<file path="src/hw/rtl/bidq_pkg.sv">
// shared constants, codes and types of the bounded id queue
`default_nettype none
package bidq_pkg;

    localparam int QUEUE_DEPTH = 128;
    localparam int ADDR_W      = $clog2(QUEUE_DEPTH);
    localparam int CNT_W       = $clog2(QUEUE_DEPTH + 1);
    localparam int ID_W        = 31;
    localparam int TOK_W       = 8;
    localparam int OUT_CNT_W   = 8;

    localparam logic [TOK_W-1:0] BUDGET_RESET = TOK_W'(100);

    typedef enum logic [1:0] {
        OP_ADD,
        OP_SERVE,
        OP_REMOVE,
        OP_NOP
    } opcode_t;

    typedef enum logic [2:0] {
        ST_OK,
        ST_FULL,
        ST_DUP,
        ST_EMPTY,
        ST_NOTOK,
        ST_NOTFOUND,
        ST_INVALID
    } status_t;

    typedef enum logic [2:0] {
        S_IDLE,
        S_FIND_RD,
        S_FIND_CMP,
        S_SHIFT_RD,
        S_SHIFT_WR,
        S_HEAD_RD,
        S_HEAD_DATA,
        S_DONE
    } state_t;

    typedef struct packed {
        logic                  wr_en;
        logic [ADDR_W-1:0]     wr_addr;
        logic [ID_W-1:0]       wr_data;
        logic [ADDR_W-1:0]     rd_addr;
    } mem_req_t;

    typedef struct packed {
        logic                  done;
        status_t               status;
        logic [ID_W-1:0]       served_id;
        logic [CNT_W-1:0]      count;
        logic [TOK_W-1:0]      tokens_left;
    } result_t;

    // circular slot of an offset from the head
    function automatic logic [ADDR_W-1:0] slot_of(input logic [ADDR_W-1:0] head,
                                                  input logic [CNT_W-1:0]  offset);
        logic [ADDR_W:0] sum;
        sum = {1'b0, head} + (ADDR_W+1)'(offset[ADDR_W-1:0]);
        if (sum >= (ADDR_W+1)'(QUEUE_DEPTH)) begin
            sum = sum - (ADDR_W+1)'(QUEUE_DEPTH);
        end
        return sum[ADDR_W-1:0];
    endfunction

    function automatic logic [ADDR_W-1:0] next_slot(input logic [ADDR_W-1:0] head);
        logic [ADDR_W-1:0] res;
        if (head == ADDR_W'(QUEUE_DEPTH - 1)) begin
            res = '0;
        end else begin
            res = head + ADDR_W'(1);
        end
        return res;
    endfunction

endpackage
`default_nettype wire

</file>
<file path="src/hw/rtl/bidq_ctrl.sv">
// sequencer: search, shift, serve and queue bookkeeping
`default_nettype none
module bidq_ctrl
    import bidq_pkg::*;
(
    input  wire logic              aclk,
    input  wire logic              aresetn,
    input  wire logic              in_fire,
    input  wire logic [1:0]        in_op,
    input  wire logic [ID_W-1:0]   in_id,
    input  wire logic [TOK_W-1:0]  budget,
    input  wire logic              out_free,
    input  wire logic [ID_W-1:0]   rd_data,
    output logic                   idle,
    output mem_req_t               mem_req,
    output result_t                res
);

    state_t            state_reg, state_next;
    opcode_t           op_reg, op_next;
    logic [ID_W-1:0]   id_reg, id_next;
    logic [CNT_W-1:0]  k_reg, k_next;
    logic [ADDR_W-1:0] head_reg, head_next;
    logic [CNT_W-1:0]  count_reg, count_next;
    logic [TOK_W-1:0]  used_reg, used_next;
    status_t           status_reg, status_next;
    logic [ID_W-1:0]   served_reg, served_next;

    logic [TOK_W-1:0]  tokens_left;
    logic [CNT_W-1:0]  k_inc;
    logic              add_full;
    logic              match;
    logic              last;
    opcode_t           in_opc;

    assign in_opc      = opcode_t'(in_op);
    assign tokens_left = (budget > used_reg) ? budget - used_reg : '0;
    assign k_inc       = k_reg + CNT_W'(1);
    assign add_full    = (count_reg >= tokens_left) || (count_reg == CNT_W'(QUEUE_DEPTH));
    assign match       = (rd_data == id_reg);
    assign last        = (k_inc == count_reg);

    always_ff @(posedge aclk) begin
        if (!aresetn) begin
            state_reg <= S_IDLE;
            head_reg  <= '0;
            count_reg <= '0;
            used_reg  <= '0;
        end else begin
            state_reg <= state_next;
            head_reg  <= head_next;
            count_reg <= count_next;
            used_reg  <= used_next;
        end
    end

    always_ff @(posedge aclk) begin
        op_reg     <= op_next;
        id_reg     <= id_next;
        k_reg      <= k_next;
        status_reg <= status_next;
        served_reg <= served_next;
    end

    // next state
    always_comb begin
        state_next = state_reg;
        unique case (state_reg)
            S_IDLE: begin
                if (in_fire) begin
                    unique case (in_opc)
                        OP_ADD: begin
                            if (add_full || in_id == '0 || count_reg == '0) begin
                                state_next = S_DONE;
                            end else begin
                                state_next = S_FIND_RD;
                            end
                        end
                        OP_SERVE: begin
                            if (count_reg == '0 || tokens_left == '0) begin
                                state_next = S_DONE;
                            end else begin
                                state_next = S_HEAD_RD;
                            end
                        end
                        OP_REMOVE: begin
                            if (in_id == '0 || count_reg == '0) begin
                                state_next = S_DONE;
                            end else begin
                                state_next = S_FIND_RD;
                            end
                        end
                        default: state_next = S_DONE;
                    endcase
                end
            end
            S_FIND_RD: state_next = S_FIND_CMP;
            S_FIND_CMP: begin
                if (match) begin
                    if (op_reg == OP_REMOVE && k_reg != '0) begin
                        state_next = S_SHIFT_RD;
                    end else begin
                        state_next = S_DONE;
                    end
                end else if (last) begin
                    state_next = S_DONE;
                end else begin
                    state_next = S_FIND_RD;
                end
            end
            S_SHIFT_RD: begin
                if (k_inc < count_reg) begin
                    state_next = S_SHIFT_WR;
                end else begin
                    state_next = S_DONE;
                end
            end
            S_SHIFT_WR:  state_next = S_SHIFT_RD;
            S_HEAD_RD:   state_next = S_HEAD_DATA;
            S_HEAD_DATA: state_next = S_DONE;
            S_DONE: begin
                if (out_free) begin
                    state_next = S_IDLE;
                end
            end
            default: state_next = S_IDLE;
        endcase
    end

    // datapath and outputs
    always_comb begin
        op_next          = op_reg;
        id_next          = id_reg;
        k_next           = k_reg;
        head_next        = head_reg;
        count_next       = count_reg;
        used_next        = used_reg;
        status_next      = status_reg;
        served_next      = served_reg;
        mem_req.wr_en    = 1'b0;
        mem_req.wr_addr  = slot_of(head_reg, count_reg);
        mem_req.wr_data  = id_reg;
        mem_req.rd_addr  = slot_of(head_reg, k_reg);
        idle             = 1'b0;
        res.done         = 1'b0;
        res.status       = status_reg;
        res.served_id    = served_reg;
        res.count        = count_reg;
        res.tokens_left  = tokens_left;

        unique case (state_reg)
            S_IDLE: begin
                idle = 1'b1;
                if (in_fire) begin
                    op_next     = in_opc;
                    id_next     = in_id;
                    k_next      = '0;
                    served_next = '0;
                    status_next = ST_OK;
                    unique case (in_opc)
                        OP_ADD: begin
                            if (add_full) begin
                                status_next = ST_FULL;
                            end else if (in_id == '0) begin
                                status_next = ST_INVALID;
                            end else if (count_reg == '0) begin
                                mem_req.wr_en   = 1'b1;
                                mem_req.wr_data = in_id;
                                count_next      = count_reg + CNT_W'(1);
                            end
                        end
                        OP_SERVE: begin
                            if (count_reg == '0) begin
                                status_next = ST_EMPTY;
                            end else if (tokens_left == '0) begin
                                status_next = ST_NOTOK;
                            end
                        end
                        OP_REMOVE: begin
                            if (in_id == '0) begin
                                status_next = ST_INVALID;
                            end else if (count_reg == '0) begin
                                status_next = ST_EMPTY;
                            end
                        end
                        default: status_next = ST_OK;
                    endcase
                end
            end
            S_FIND_RD: begin
                mem_req.rd_addr = slot_of(head_reg, k_reg);
            end
            S_FIND_CMP: begin
                if (match) begin
                    if (op_reg == OP_ADD) begin
                        status_next = ST_DUP;
                    end else if (k_reg == '0) begin
                        head_next  = next_slot(head_reg);
                        count_next = count_reg - CNT_W'(1);
                    end
                end else begin
                    k_next = k_inc;
                    if (last) begin
                        if (op_reg == OP_ADD) begin
                            mem_req.wr_en = 1'b1;
                            count_next    = count_reg + CNT_W'(1);
                        end else begin
                            status_next = ST_NOTFOUND;
                        end
                    end
                end
            end
            S_SHIFT_RD: begin
                mem_req.rd_addr = slot_of(head_reg, k_inc);
                if (!(k_inc < count_reg)) begin
                    count_next = count_reg - CNT_W'(1);
                end
            end
            S_SHIFT_WR: begin
                mem_req.wr_en   = 1'b1;
                mem_req.wr_addr = slot_of(head_reg, k_reg);
                mem_req.wr_data = rd_data;
                k_next          = k_inc;
            end
            S_HEAD_RD: begin
                mem_req.rd_addr = head_reg;
            end
            S_HEAD_DATA: begin
                served_next = rd_data;
                head_next   = next_slot(head_reg);
                count_next  = count_reg - CNT_W'(1);
                used_next   = used_reg + TOK_W'(1);
            end
            S_DONE: begin
                res.done = 1'b1;
            end
            default: idle = 1'b0;
        endcase
    end

endmodule
`default_nettype wire

</file>
<file path="config.mk">
export PLATFORM = sky130hd
export DESIGN_NAME = bidq_ctrl
export DESIGN_NICKNAME = d
export VERILOG_FILES = /design/src/hw/rtl/bidq_pkg.sv /design/src/hw/rtl/bidq_ctrl.sv
export SDC_FILE = /design/constraint.sdc
export NUM_CORES = 1
export LEC_CHECK = 0
export BUFFER_PORTS_ARGS = -buffer_cell sky130_fd_sc_hd__buf_2
export CAP_MARGIN = 10
export CORE_UTILIZATION = 51
export CTS_BUF_LIST = sky130_fd_sc_hd__clkbuf_8
export DETAILED_ROUTE_END_ITERATION = 10
export GPL_TIMING_DRIVEN = 0
export PLACE_DENSITY = 0.82
export SYNTH_ARGS = -nofsm -noshare
export SYNTH_HDL_FRONTEND = slang
export SYNTH_SLANG_ARGS = --single-unit
</file>
<file path="constraint.sdc">
create_clock -name aclk -period 6.3 [get_ports aclk]
set_clock_uncertainty 0.1 [all_clocks]
set_input_delay 1.575 -clock aclk [delete_from_list [all_inputs] [get_ports aclk]]
set_output_delay 1.575 -clock aclk [all_outputs]
set_load 0.1 [all_outputs]
</file>
# Word level (Yosys, flattened, before mapping)
# Cells that the tools add are included.
[word_totals]
ram_bits = 0
mem_count = 0
wordCells = 153
reg_bits = 101
out_inout_bits = 98
rom_bits = 0
latchBits = 0
input_bits = 76
[classes]
n_mul = 0
add_sub_neg = 12
n_lt_le_gt_ge = 6
reduce_logical = 26
shifts = 0
muxes = 69
n_div = 0
n_eq_ne = 31
bitwise_logic = 0
[ops]
columns = ["cell", "count"]
rows = [
  ["31-bit 2-to-1 mux", 6],
  ["31-bit case mux with 2 select lines", 2],
  ["8-bit 2-to-1 mux", 14],
  ["7-bit 2-to-1 mux", 8],
  ["3-bit 2-to-1 mux", 17],
  ["8-bit case mux with 4 select lines", 1],
  ["31-bit equality test", 1],
  ["31-bit logical NOT", 1],
  ["7-bit case mux with 2 select lines", 2],
  ["7-bit by 7-bit adder with 8-bit output", 3],
  ["8-bit by 1-bit adder with 8-bit output, second input constant", 3],
  ["8-bit >= comparator, second input constant", 3],
  ["8-bit logical NOT", 3],
  ["3-bit case mux with 8 select lines", 1],
  ["8-bit case mux with 3 select lines", 1],
  ["7-bit by 1-bit subtractor with 7-bit output, second input constant", 3],
  ["2-bit inequality test, second input constant", 10],
  ["3-bit inequality test, second input constant", 6],
  ["3-bit case mux with 3 select lines", 2],
  ["3-bit equality test, second input constant", 4],
  ["11-bit AND reduction", 1],
  ["1-bit 2-to-1 mux", 10],
  ["8-bit equality test", 1],
  ["8-bit equality test, second input constant", 1],
  ["27 further kinds", 40],
]

# Depth between registers and ports, before layout
# Gate-level depths: netlist of the first run.
[logic_depth]
depth_word = 10
mapped_depth = 18

# Worst setup path before layout of the first run
# Ideal clock, no wire load.
[synth_timing]
path_type = "input-to-output"
startpoint = "input budget[0]"
endpoint = "output mem_req[45] in the netlist's numbering"
required_time_ns = 4.625
path_buffers = 0
slack_ns = -2.401
cell_stages = 16
t_arrival_ns = 7.026
cell_sequence = "inv_1 > ha_1 > fa_1 > nor2b_1 > o21ai_0 > a21oi_1 > o32ai_1 > nor2_1 > ha_1 > nand2b_1 > a21o_1 > a211o_1 > a21oi_1 > a31o_2 > nand2_1 > a21oi_1"
[synth_lines]
columns = ["element", "line", "rtl"]
rows = [
  ["start, declared", "bidq_ctrl.sv:11", "input wire logic [TOK_W-1:0] budget,"],
  ["end, declared", "bidq_ctrl.sv:15", "output mem_req_t mem_req,"],
]

==> results of run 1 <==
==> critical path, cell delays in order <==
cell	delay, ps
sky130_fd_sc_hd__buf_8	90
sky130_fd_sc_hd__inv_12	30
sky130_fd_sc_hd__ha_4	150
sky130_fd_sc_hd__fa_2	350
sky130_fd_sc_hd__nor2b_2	130
sky130_fd_sc_hd__o21ai_2	70
sky130_fd_sc_hd__a21oi_2	210
sky130_fd_sc_hd__o32ai_4	150
sky130_fd_sc_hd__nor2_4	170
sky130_fd_sc_hd__ha_4	210
sky130_fd_sc_hd__nand2b_4	130
sky130_fd_sc_hd__a21o_1	180
sky130_fd_sc_hd__a211o_1	310
sky130_fd_sc_hd__a21oi_4	230
sky130_fd_sc_hd__buf_6	130
sky130_fd_sc_hd__a31o_4	180
sky130_fd_sc_hd__nand2_8	100
sky130_fd_sc_hd__clkbuf_16	220
sky130_fd_sc_hd__nand2_2	100
sky130_fd_sc_hd__nand2_4	60
sky130_fd_sc_hd__buf_12	170
==> area by class of cell <==
| class | instances | area [um^2] | share of cell area, % |
|---|---|---|---|
| antenna | 1 | 2.50 | 0.0253 |
| clock buffer | 9 | 124 | 1.25 |
| buffer | 31 | 245 | 2.48 |
| clock inverter | 7 | 68.8 | 0.695 |
| inverter | 48 | 193 | 1.95 |
| sequential | 101 | 2770 | 28.0 |
| multi-input combinational | 578 | 4730 | 47.8 |
| tap | 176 | 220 | 2.23 |
| timing repair buffer | 187 | 1540 | 15.5 |
==> kinds of logic after synthesis <==
group                      count (synthesis)  share of synthesized area, %
and+or+nand+nor                          281                          20.6
AOI/OAI and AO/OA                        160                          15.4
DFF                                      101                          39.3
buffers and inverters                     79                          4.33
xor gates and xnor gates                  75                          9.31
adders and majority gates                 53                          9.82
muxes                                      9                          1.29
==> cell usage after synthesis, types with 14 or more instances <==
| cell | n |
|---|---|
| sky130_fd_sc_hd__a21oi_1 | 34 |
| sky130_fd_sc_hd__xor2_1 | 46 |
| sky130_fd_sc_hd__dfxtp_1 | 26 |
| sky130_fd_sc_hd__ha_1 | 49 |
| sky130_fd_sc_hd__nor4_1 | 17 |
| sky130_fd_sc_hd__nand2_1 | 107 |
| sky130_fd_sc_hd__o21ai_0 | 24 |
| sky130_fd_sc_hd__and2_1 | 43 |
| sky130_fd_sc_hd__nand4_1 | 14 |
| sky130_fd_sc_hd__inv_1 | 47 |
| sky130_fd_sc_hd__clkbuf_1 | 25 |
| sky130_fd_sc_hd__a22oi_1 | 33 |
| sky130_fd_sc_hd__xnor2_1 | 29 |
| sky130_fd_sc_hd__nor2_1 | 32 |
| sky130_fd_sc_hd__edfxtp_1 | 75 |
==> timing repair <==
action | CTS | global route
gates cloned | 5 | 0
buffers inserted | 9 | 2
gates resized for setup | 183 | 31
pin swaps | 21 | 25
endpoints found under the setup margin | 32 | 32
==> per-layer routing <==
metal / up-vias / track usage [%] / share of wire, %
met5: - / 0 / 0
met4: 0 / 16.2 / 3.4
met3: 54 / 3.94 / 7.6
met2: 392 / 54.7 / 48
met1: 3312 / 42.0 / 41
li1: 3114 / - / -
==> through the flow <==
stage / area, um^2 / setup WS [ps] / cells / util (%) / hold WS (ps)
final: 9890 / -309 / 1138 / 74.1 / 502
after global routing: 9890 / -437 / 1138 / 74.1 / 518
after CTS: 9750 / -306 / 1136 / 73.1 / 501
after detailed placement: 8670 / -794 / 1106 / 64.9 / 481
after global placement: 8670 / -786 / 1106 / 64.9 / 468
after floorplan: 7580 / -492 / 758 / - / 454
==> worst max path at each step <==
stage          slack [ps]  cells past startpoint       from           to
2_1_floorplan        -490                     16  budget[0]  mem_req[45]
3_3_place_gp         -790                     19  budget[0]  mem_req[14]
3_5_place_dp         -790                     19  budget[0]  mem_req[21]
4_1_cts              -310                     20  budget[0]  mem_req[31]
5_1_grt              -440                     20  budget[0]  mem_req[26]
6_report             -310                     21  budget[0]  mem_req[22]
==> run summary, run 1 <==
The flow ran to the end, but the final reports show violations. The final reports fail on setup timing. The most common flop cell mapped by yosys is sky130_fd_sc_hd__edfxtp_1. Synthesis produced a netlist with a net count of about 890.

The share of the synthesized area in the top cell type is a little under a third. The net count of the finished layout is between 1000 and 1500. The largest net degree at the start of global routing is 38.

The maximum achievable frequency came out at ~0.15 GHz. The worst hold path startpoint is count_reg[4]. Setup violations remaining at the end of the flow were counted as 32. The number of enable flip-flop cells after synthesis is 75. Clock tree synthesis selected as its root buffer the cell sky130_fd_sc_hd__clkbuf_8.

The data arrival time of the critical path came out at roughly 4900 ps. The global-route wire length before repair is 36.0 mm. The slew of the pin with the lowest slew margin is approximately 1200 ps. The total count of hold-check failures in the final report came out at 0. The detailed-routing iteration count for the pre-antenna-repair pass came out at 5. The detailed router placed between 6000 and 7000 vias in this run. Row generation in the floorplan step produced 42 rows. In the layout the commonest cells are sky130_fd_sc_hd__buf_2 (140), sky130_fd_sc_hd__edfxtp_1 (75), sky130_fd_sc_hd__inv_1 (48).

Setup repair after global routing could not meet its margin everywhere. The number of vias per cell is 6.04. The total overflow reported by the global router is 0. The number of distinct library cells after synthesis is 69.

The number of nets with antenna violations after detailed routing is 0. For this run, design rule violations remaining after detail routing come to 0. Compared with the post-synthesis result, the final layout area differs by 40.2%. Global routing consumed, over all layers together, approximately 33% of the routing resources. In this run the critical register-to-register path is launched from used_reg[4]. The starting utilization of the core area is between 50% and 60%. The aggregate routed wire length came out at around 24 mm. Dividing the detail-routed wire length by the instance count gives roughly 21 um.

TritonCTS built the clock tree. The I/O pin total came out at about 170. The clock sink count came out at roughly 100. The placed wire-length estimate is around 16 mm. The post-synthesis sequential area ratio came out at between 30% and 40%.

STA puts the critical path data required time at around 4600 ps. The ratio of cells with drive above 1 in the final layout came out at 34.5%. Across the run, the number of max-cap violations was 0. The port buffer count came out at ~170. From left edge to right edge, the die measures 120 um. The most frequent standard cell in the layout excluding fill and tap cells is sky130_fd_sc_hd__buf_2. The number of inserted filler cells in the final layout is approximately 940. The worst setup path is of the input pin to output port kind. The clock slew at the register clock pins of the worst setup and hold paths is roughly 100 ps. The max-slew violation count came out at 0. Counting flops with an async set or reset pin after synthesis yields a share of 0%. The initial antenna violation count was 1.

The worst-skew pair later-pin latency is ~400 ps. The standard cell core area came out at about 0.013 mm^2. The area of the mapped netlist came out at 0.00706 mm^2.

The number of hold buffers added after cts came out at 0. The via count of the first global-routing pass came out at around 6600. After layout, the worst setup slack is -309 ps. The worst hold path cell count is 2. The path with the worst hold slack has its endpoint at count_reg[4]. In this run the critical register-to-register path is captured at count_reg[7].

The clock buffer count from CTS is 9. The number of cells on the worst reg-to-reg path is 17. The fraction of the cycle the final worst path needs came out at 105%. The number of synthesized register bits came out at between 100 and 150.

The buffer levels on the longest clock path came out at 2. The number of DRC markers in iteration 0 is 745. Measured along the y axis, the die boundary spans roughly 120 um.

The depth of the CTS H-tree came out at 3. In the synthesized netlist, the number of instances is approximately 760. The top fanout value on the critical path came out at 7. STA classifies the critical path endpoint as an output port. The synthesis warning total came out at 0. At the end of routability-driven placement, the weighted congestion stood at ~0.94. In the final timing run, aggregate negative setup slack is -8990 ps. Subtracting the final worst setup slack from the clock period gives 6610 ps. Summed over all instances, the cell type with the most area after synthesis is sky130_fd_sc_hd__edfxtp_1. Headroom to the max-slew limit came out at 19.6%. The floorplan step defined a die boundary enclosing between 0.01 and 0.015 mm^2. The worst setup path is launched from an input pin.

The worst min-delay path category is register to register. A synthesized cell averages about 9.3 um^2. Yosys attributes the largest share of cell area to sky130_fd_sc_hd__edfxtp_1 (32%), sky130_fd_sc_hd__ha_1 (8.7%), sky130_fd_sc_hd__dfxtp_1 (7.4%). The setup slack of the most critical reg-to-reg path is between 2000 and 2500 ps.
Power of run 1 is left out: the tool's default activity adds up to more than one toggle a clock period on the data nets, which glitch-free logic cannot reach.
==> run 2: changes to the inputs <==
--- a/config.mk
+++ b/config.mk
@@ -7,11 +7,11 @@
 export LEC_CHECK = 0
 export BUFFER_PORTS_ARGS = -buffer_cell sky130_fd_sc_hd__buf_2
 export CAP_MARGIN = 10
-export CORE_UTILIZATION = 51
+export CORE_UTILIZATION = 35
 export CTS_BUF_LIST = sky130_fd_sc_hd__clkbuf_8
 export DETAILED_ROUTE_END_ITERATION = 10
 export GPL_TIMING_DRIVEN = 0
-export PLACE_DENSITY = 0.82
+export PLACE_DENSITY = 0.6
 export SYNTH_ARGS = -nofsm -noshare
 export SYNTH_HDL_FRONTEND = slang
 export SYNTH_SLANG_ARGS = --single-unit
==> run summary, run 2 (same netlist as run 1, synthesis figures left out) <==
The smallest hold slack is ~500 ps. The standard cell core area is 0.0196 mm^2. The number of inserted filler cells in the final layout came out at between 1500 and 2000. The vertical die dimension came out at roughly 140 um. The cell type of the slowest stage on the worst timing path is sky130_fd_sc_hd__fa_2. The total count of hold-check failures in the final report came out at 0. In the layout the commonest cells are sky130_fd_sc_hd__buf_2 (141), sky130_fd_sc_hd__edfxtp_1 (75), sky130_fd_sc_hd__inv_1 (47).

Leaving out fill and tap cells, the most frequent cell in the layout is sky130_fd_sc_hd__buf_2. Hold repair after CTS inserted 0 buffers. The clock buffer count from CTS is 9.

The die covers between 0.02 and 0.025 mm^2. The worst-skew pair later-pin latency came out at about 400 ps. The flow ran to the end, but the final reports show violations. Measured on the finished design, the core utilization comes to about half. The number of antenna diodes in the final layout is 0.

The first global-routing pass estimated approximately 35 mm of wire. The path depth of the worst reg2reg path is 22. The worst relative slew slack came out at 32.4%. The routed design could run at a clock period as short as 6520 ps. The largest net degree at the start of global routing came out at 38.

The required time at the worst-slack endpoint came out at about 4600 ps. The multi-input combinational cell area is around 0.0047 mm^2. The most critical setup path has its endpoint at mem_req[13]. The area used by sequential logic in the layout came out at 0.00277 mm^2.

The checks that failed: setup timing. The HPWL after detailed placement is about 17 mm. Grouping stages by cell kind, the critical path spends the most delay in buffers and inverters. After detailed routing, the total wire length is around 23 mm. The delay of the slowest critical-path stage is roughly 340 ps. The capture instance of the worst register-to-register path is count_reg[4]. Dividing the final minimum period by the clock period gives 104%.

The top fanout value on the critical path came out at 7. The I/O pin total is approximately 170. The detailed-routing iteration count for the pre-antenna-repair pass came out at 5. The number of DRC markers in iteration 0 came out at 480. The startpoint-to-endpoint class of the critical path is input pin to output port. The critical path goes through buf_8 > inv_12 > ha_4 > fa_2 > nor2b_2 > o21ai_2 > buf_4 > buf_4 > nand2_1 > xnor2_1 > or2_2 > ha_1 > a21o_1 > a21oi_2 > o21ai_2 > a21oi_4 > buf_6 > a31o_4 > nand2_8 > clkbuf_16 > nand2_2 > nand2_4 > buf_12. The number of vias per cell is 5.24. Once the floorplan was initialized, standard cells occupied between 30% and 40% of the core. TritonCTS built the clock tree. The slew of the pin with the lowest slew margin came out at about 1000 ps. In this run the critical register-to-register path is launched from used_reg[1]. STA puts the critical path data arrival time at around 4900 ps. Tracing the worst setup path back leads to its startpoint at budget[0]. The maximum achievable frequency came out at between 0.15 and 0.2 GHz.

Clock-pin slew was measured on the worst setup and hold paths at approximately 90 ps. The setup violation total in the final timing report came out at 32. The critical path runs through a total of 23 cells. The port buffer count is ~170. From synthesis to final layout, the design area changed by 42.3%. Detailed routing inserted a total of 6448 vias. Global routing finished with a remaining overflow of 0. The via count of the first global-routing pass is 6334. The die span in x is 144 um. The routability congestion estimate from global placement came out at a little under 0.9. The ratio of cells with drive above 1 in the final layout came out at roughly 34%. In this run the worst hold path is classified as register to register. The launching element type of the critical path is an input pin. The H-tree was split into 3 levels. Across the run, the number of max-cap violations was 0.

Setup repair after global routing could not meet its margin everywhere. The number of nets with antenna violations after detailed routing is 0. The setup slack of the most critical reg-to-reg path came out at ~2200 ps. The net total in the final layout came out at 1089. After layout, the worst setup slack is -224 ps. The initial antenna violation count came out at 0. After detailed routing, the average wire length per cell comes to approximately 19 um. Together, buffers and inverters on the worst path number 7. The buffer levels on the longest clock path is 2. STA classifies the critical path endpoint as an output port. The overall fraction of global-route tracks in use is 22.5%.

In the routed design, unresolved DRC markers number 0. The clock sink count came out at just over 100. The cell chosen for the clock root is sky130_fd_sc_hd__clkbuf_8. The max-slew violation count came out at 0. The number of standard-cell rows in the floorplan is 51.
==> run 2: cell types whose count changed in the layout (fill, tap and decap cells not counted), sizes merged <==
cell | previous run | this run
diode | 1 | 0
buf | 192 | 193
clkinv | 5 | 2
bufinv | 1 | 0
inv | 49 | 51
bufbuf | 0 | 1
clkbuf | 35 | 37
clkinvlp | 0 | 2
==> run 2: what timing repair did <==
item                       CTS  global route
setup endpoints to repair   32            32
setup buffers               12             2
resized for setup          201            11
cloned                       4             1
pin swaps                   26            13
==> run 2: tightest hold or removal path: cells and delay by family (launching register included) <==
family | cells | cell delay [ps]
xor gates and xnor gates | 1 | 120
DFF | 1 | 350
and+or+nand+nor | 1 | 110
==> run 2: stage by stage <==
step	instance area [um^2]	std cells	setup slack (ps)	setup TNS, ps
2_1_floorplan	7580	758	-492	-14180
3_3_place_gp	8780	1195	-834	-25190
3_5_place_dp	8780	1196	-818	-24690
4_1_cts	9940	1227	-213	-6460
5_1_grt	10000	1230	-395	-12050
6_report	10000	1230	-224	-6620
==> run 2: layout make-up <==
type | count | share of cell area, %
Multi-Input combinational cell | 578 | 47.1
Sequential cell | 101 | 27.6
Timing Repair Buffer | 192 | 15.9
Clock inverter | 7 | 0.586
Tap cell | 265 | 3.30
Inverter | 48 | 1.92
Clock buffer | 9 | 1.23
Buffer | 30 | 2.29
==> run 2: worst min path at each step <==
stage               cells past startpoint  slack (ps)         start           end
floorplan                               2         450   used_reg[5]   used_reg[5]
global placement                        2         470   used_reg[7]   used_reg[7]
detailed placement                      2         480   used_reg[5]   used_reg[5]
CTS                                     2         500  count_reg[6]  count_reg[6]
global route                            2         530  count_reg[6]  count_reg[6]
finish                                  2         500   used_reg[5]   used_reg[5]
==> run 2: per-layer routing <==
metal	vias to the layer above	track usage, %	wire length (um)
met5	-	0	0
met1	3091	29.0	10200
met3	21	4.21	1300
met4	0	5.15	365
li1	3123	-	-
met2	213	38.7	11000
Power of run 2 is left out for the same reason.
